`src/hw/rtl/eis_pkg.sv`:
```
// eis_pkg: shared types, register codes and reset values for epipolar inlier scoring
// used by eis_front, eis_back and epipolar_inlier_scoring_top; no dependencies
package eis_pkg;

  localparam int COUNT_BITS_DEF = 16;
  localparam int CFG_IDX_W = 3;
  localparam int MUL_W = 36;
  localparam int ACC_W = 72;

  localparam logic [CFG_IDX_W-1:0] CFG_COEF_A = 3'd0;
  localparam logic [CFG_IDX_W-1:0] CFG_COEF_B = 3'd1;
  localparam logic [CFG_IDX_W-1:0] CFG_COEF_C = 3'd2;
  localparam logic [CFG_IDX_W-1:0] CFG_COEF_D = 3'd3;
  localparam logic [CFG_IDX_W-1:0] CFG_COEF_LAST = 3'd4;
  localparam logic [CFG_IDX_W-1:0] CFG_INV_SIGMA = 3'd5;
  localparam logic [CFG_IDX_W-1:0] CFG_CHI_THR = 3'd6;

  localparam logic [31:0] COEF_LAST_RST = 32'd16777216;
  localparam logic [23:0] INV_SIGMA_RST = 24'd65536;
  localparam logic [23:0] CHI_THR_RST = 24'd251724;

  typedef struct packed {
    logic [15:0] u_first;
    logic [15:0] v_first;
    logic [15:0] u_second;
    logic [15:0] v_second;
    logic        first_of_set;
  } item_t;

  // f[k*3+j] is row k, column j of the matrix
  typedef struct packed {
    logic [8:0][31:0] f;
    logic [23:0]      inv_sigma_sq;
    logic [23:0]      chi_threshold;
  } cfg_t;

  typedef struct packed {
    logic full;
    logic empty;
  } q_stat_t;

  typedef enum logic [2:0] {
    ST_IDLE,
    ST_CALC,
    ST_DIV,
    ST_SCORE,
    ST_DONE
  } state_t;

endpackage

```
`src/hw/rtl/eis_front.sv`:
```
// eis_front: input side, takes pairs and holds them in a two-entry queue
// depends on eis_pkg
module eis_front (
  input  logic            clk,
  input  logic            rst,
  input  logic            in_valid,
  output logic            in_stall,
  input  eis_pkg::item_t  in_item,
  input  logic            pop,
  output eis_pkg::item_t  head,
  output eis_pkg::q_stat_t stat
);

  eis_pkg::item_t slots [2];
  logic       wr_ptr;
  logic       rd_ptr;
  logic [1:0] count;
  logic       push;

  assign stat.full  = (count == 2'd2);
  assign stat.empty = (count == 2'd0);
  assign in_stall   = stat.full;
  assign push       = in_valid && !in_stall;
  assign head       = slots[rd_ptr];

  always_ff @(posedge clk) begin
    if (push) begin
      slots[wr_ptr] <= in_item;
    end
  end

  always_ff @(posedge clk) begin
    if (rst) begin
      wr_ptr <= 1'b0;
      rd_ptr <= 1'b0;
      count  <= 2'd0;
    end else begin
      if (push) begin
        wr_ptr <= ~wr_ptr;
      end
      if (pop) begin
        rd_ptr <= ~rd_ptr;
      end
      count <= count + 2'(push) - 2'(pop);
    end
  end

endmodule

```
`config.mk`:
```
export PLATFORM = sky130hd
export DESIGN_NAME = eis_front
export DESIGN_NICKNAME = d
export VERILOG_FILES = /design/src/hw/rtl/eis_pkg.sv /design/src/hw/rtl/eis_front.sv
export SDC_FILE = /design/constraint.sdc
export NUM_CORES = 1
export LEC_CHECK = 0
export ABC_AREA = 1
export BUFFER_PORTS_ARGS = -buffer_cell sky130_fd_sc_hd__buf_2
export CAP_MARGIN = 0
export CORE_MARGIN = 2
export CORE_UTILIZATION = 52
export CTS_CLUSTER_DIAMETER = 120
export DETAILED_ROUTE_END_ITERATION = 10
export PLACE_DENSITY = 0.9
export SYNTH_ARGS = -nofsm -noshare
export SYNTH_HDL_FRONTEND = slang
export SYNTH_SLANG_ARGS = --single-unit
```
`constraint.sdc`:
```
create_clock -name clk -period 5 [get_ports clk]
set_input_delay 0.75 -clock clk [delete_from_list [all_inputs] [get_ports clk]]
set_output_delay 0.75 -clock clk [all_outputs]
set_load 0.005 [all_outputs]
```
==> results.toml <==
[run_status]
status = "completed"

[grt]
grt_max_degree = 66
grt_pass1_vias = 2616
met2_usage_pct = 26.4
track_usage_pct = 16.0
gr-total-overflow = 0
met3_usage_pct = 6.12
grt_pass1_wl_um = 12200
antenna_found_initial = 1
grt_util_met1_pct = 18.0
grt_busiest_layer = "met2"

[logic_synthesis]
ys_ff_latch = 135
ys_seq_area_share_pct = 78.0
avgSynthCellArea_um2 = 21.8
syn_area_um2 = 5140
syn_inst = 236
yosysWarnings = 0
yosysUniqueCellTypes = 14
synth_nets = 307

[finish]
final_area_um2 = 6460
antenna_cells = 0
nets = 456
instances_no_fill = 531
syn_to_final_growth_pct = 25.8
fillers = 651
drive_gt1_share_pct = 58.0
layout_common_cells = "buf_2, edfxtp_1, mux2_4, clkbuf_16, mux2_2"
final_common_cell = "buf_2"

[critical_path]
slowest_delay_ns = 1.07
cp_max_fo = 65
crit_buf_inv = 1
criticalPathCategory = "flip-flop to primary output"
crit_family = "flip-flops"
slowest_stage = "dfxtp_4"
critPathCaptureType = "primary output"
path_cells = "mux2_2 -> buf_2"
critPathLaunchType = "flip-flop"
arrival_ns = 2.19
required_ns = 4.25

[clock_network]
tritoncts = "built"
cts_buffers = 17
h-tree-depth = 4
insertion_delay_ns = 0.51
cts_hold_buf = 0
cts-root-buf = "clkbuf_8"
cts-resized-gates = 0
cts_setup_buffers = 0
cts.path.max_buffers = 2
path_clk_slew_ns = 0.05
cts_sinks = 135

[timing]
report.final.hold_viol_count = 0
slew_headroom_pct = 24.7
post-route-min-period_ns = 2.94
rsz0062_at_grt = "false"
tns_ns = 0
fmax_mhz = 341
finalClockSkew_ns = 0.00442
drv_slew = 0
fin_crit_sh_pct = 58.7
finalHoldWorstSlack_ns = 0.429
setup_viol = 0
tightestPinTransition_ns = 1.13

[die]
row_count = 36
start_util_pct = 53.0
die_h_um = 103
die_w_um = 103
dieArea_um2 = 10700
core_area_um2 = 9680
io_pins = 137

[power]
ir_drop_uv = 294
power.leakage_uw = 0.00259
pwr_density_cell_nw_per_um2 = 436

[place]
hpwl_um = 5530
place_inst = 499
port_buffers = 136
placed_area_um2 = 5930
gp_congestion = 0.706

[route]
drtIter0Drc = 81
drt_wl_total_um = 8360
drc = 0
vias = 2547
viasPerCell = 4.80
wl_per_cell_um = 15.7
ant_nets = 0
dr.pass1.iters = 4

[hold_path]
hold_class = "primary input to flip-flop"

[flow_run]
drv_cap = 0
==> cell usage after synthesis <==
| library cell | n | area [um^2] |
|---|---|---|
| nand3_1 | 2 | 10.0 |
| nor2_1 | 7 | 26.3 |
| dfxtp_1 | 5 | 100 |
| nand2_1 | 6 | 22.5 |
| edfxtp_1 | 130 | 3900 |
| buf_4 | 1 | 7.51 |
| xnor2_1 | 1 | 8.76 |
| mux2_4 | 50 | 751 |
| buf_2 | 1 | 5.00 |
| mux2_2 | 15 | 169 |
| buf_6 | 6 | 67.6 |
| a21oi_1 | 2 | 10.0 |
| ha_1 | 2 | 25.0 |
| inv_1 | 8 | 30.0 |
==> layer usage <==
metal	up-vias	share of wire, %
met5	-	0.19
met2	92	51
met3	14	6.8
met1	1219	40
li1	1220	-
met4	2	1.8
==> cell families (layout without fill, tap and decap cells) <==
family	after synthesis	after routing	share of synthesized area (%)
XOR/XNOR	1	1	0.171
buffers and inverters	16	178	2.14
multiplexers	65	65	17.9
AO/OA/AOI/OAI	2	2	0.195
AND/OR/NAND/NOR	15	15	1.15
flip-flops	135	135	78.0
adder cells (fa/ha/maj)	2	2	0.487
==> cell type report <==
class	instances	area [um^2]	area share, %
tap	133	166	2.58
inverter	8	30.0	0.465
clock inverter	14	115	1.78
multi-input combinational	85	1030	15.9
sequential	135	4010	62.0
clock buffer	18	418	6.47
timing repair buffer	138	696	10.8
==> flip-flops by register name, summed over array words and instances, names as in the netlist, named ones only <==
signal and cells:
slots 130, count 2, rd_ptr 1, wr_ptr 1
==> stage by stage <==
stage | setup slack [ns] | util (%) | total power [uW]
2_1_floorplan | 0.977 | - | 1610
3_3_place_gp | 2.38 | 61.2 | 1730
3_5_place_dp | 2.35 | 61.2 | 1750
4_1_cts | 2.01 | 66.7 | 2850
5_1_grt | 1.94 | 66.7 | 2930
6_report | 2.06 | 66.7 | 2820
==> worst register-to-register path: stages, from the launching register on <==
cell	delay [ns]
dfxtp_1	0.36
inv_1	0.06
nand2_1	0.11
nand2_1	0.12
nor2_4	0.71
buf_4	0.55
==> path summary, 6_finish.rpt <==
kind,start,endpoint,slack [ns],depth (start not counted)
setup / recovery,flip-flop,head[1],2.06,2
hold / removal,in_item[3],slots[1][3],0.43,1
hold reg to reg,rd_ptr,rd_ptr,0.52,2
setup reg to reg,count[0],slots[0][8],2.71,5
==> power by group <==
group          switching, uW  total [uW]  internal [uW]
Combinational            133         312            179
Sequential              51.3        1410           1360
Clock                    409        1100            692
(Power assumes the default switching activity.)
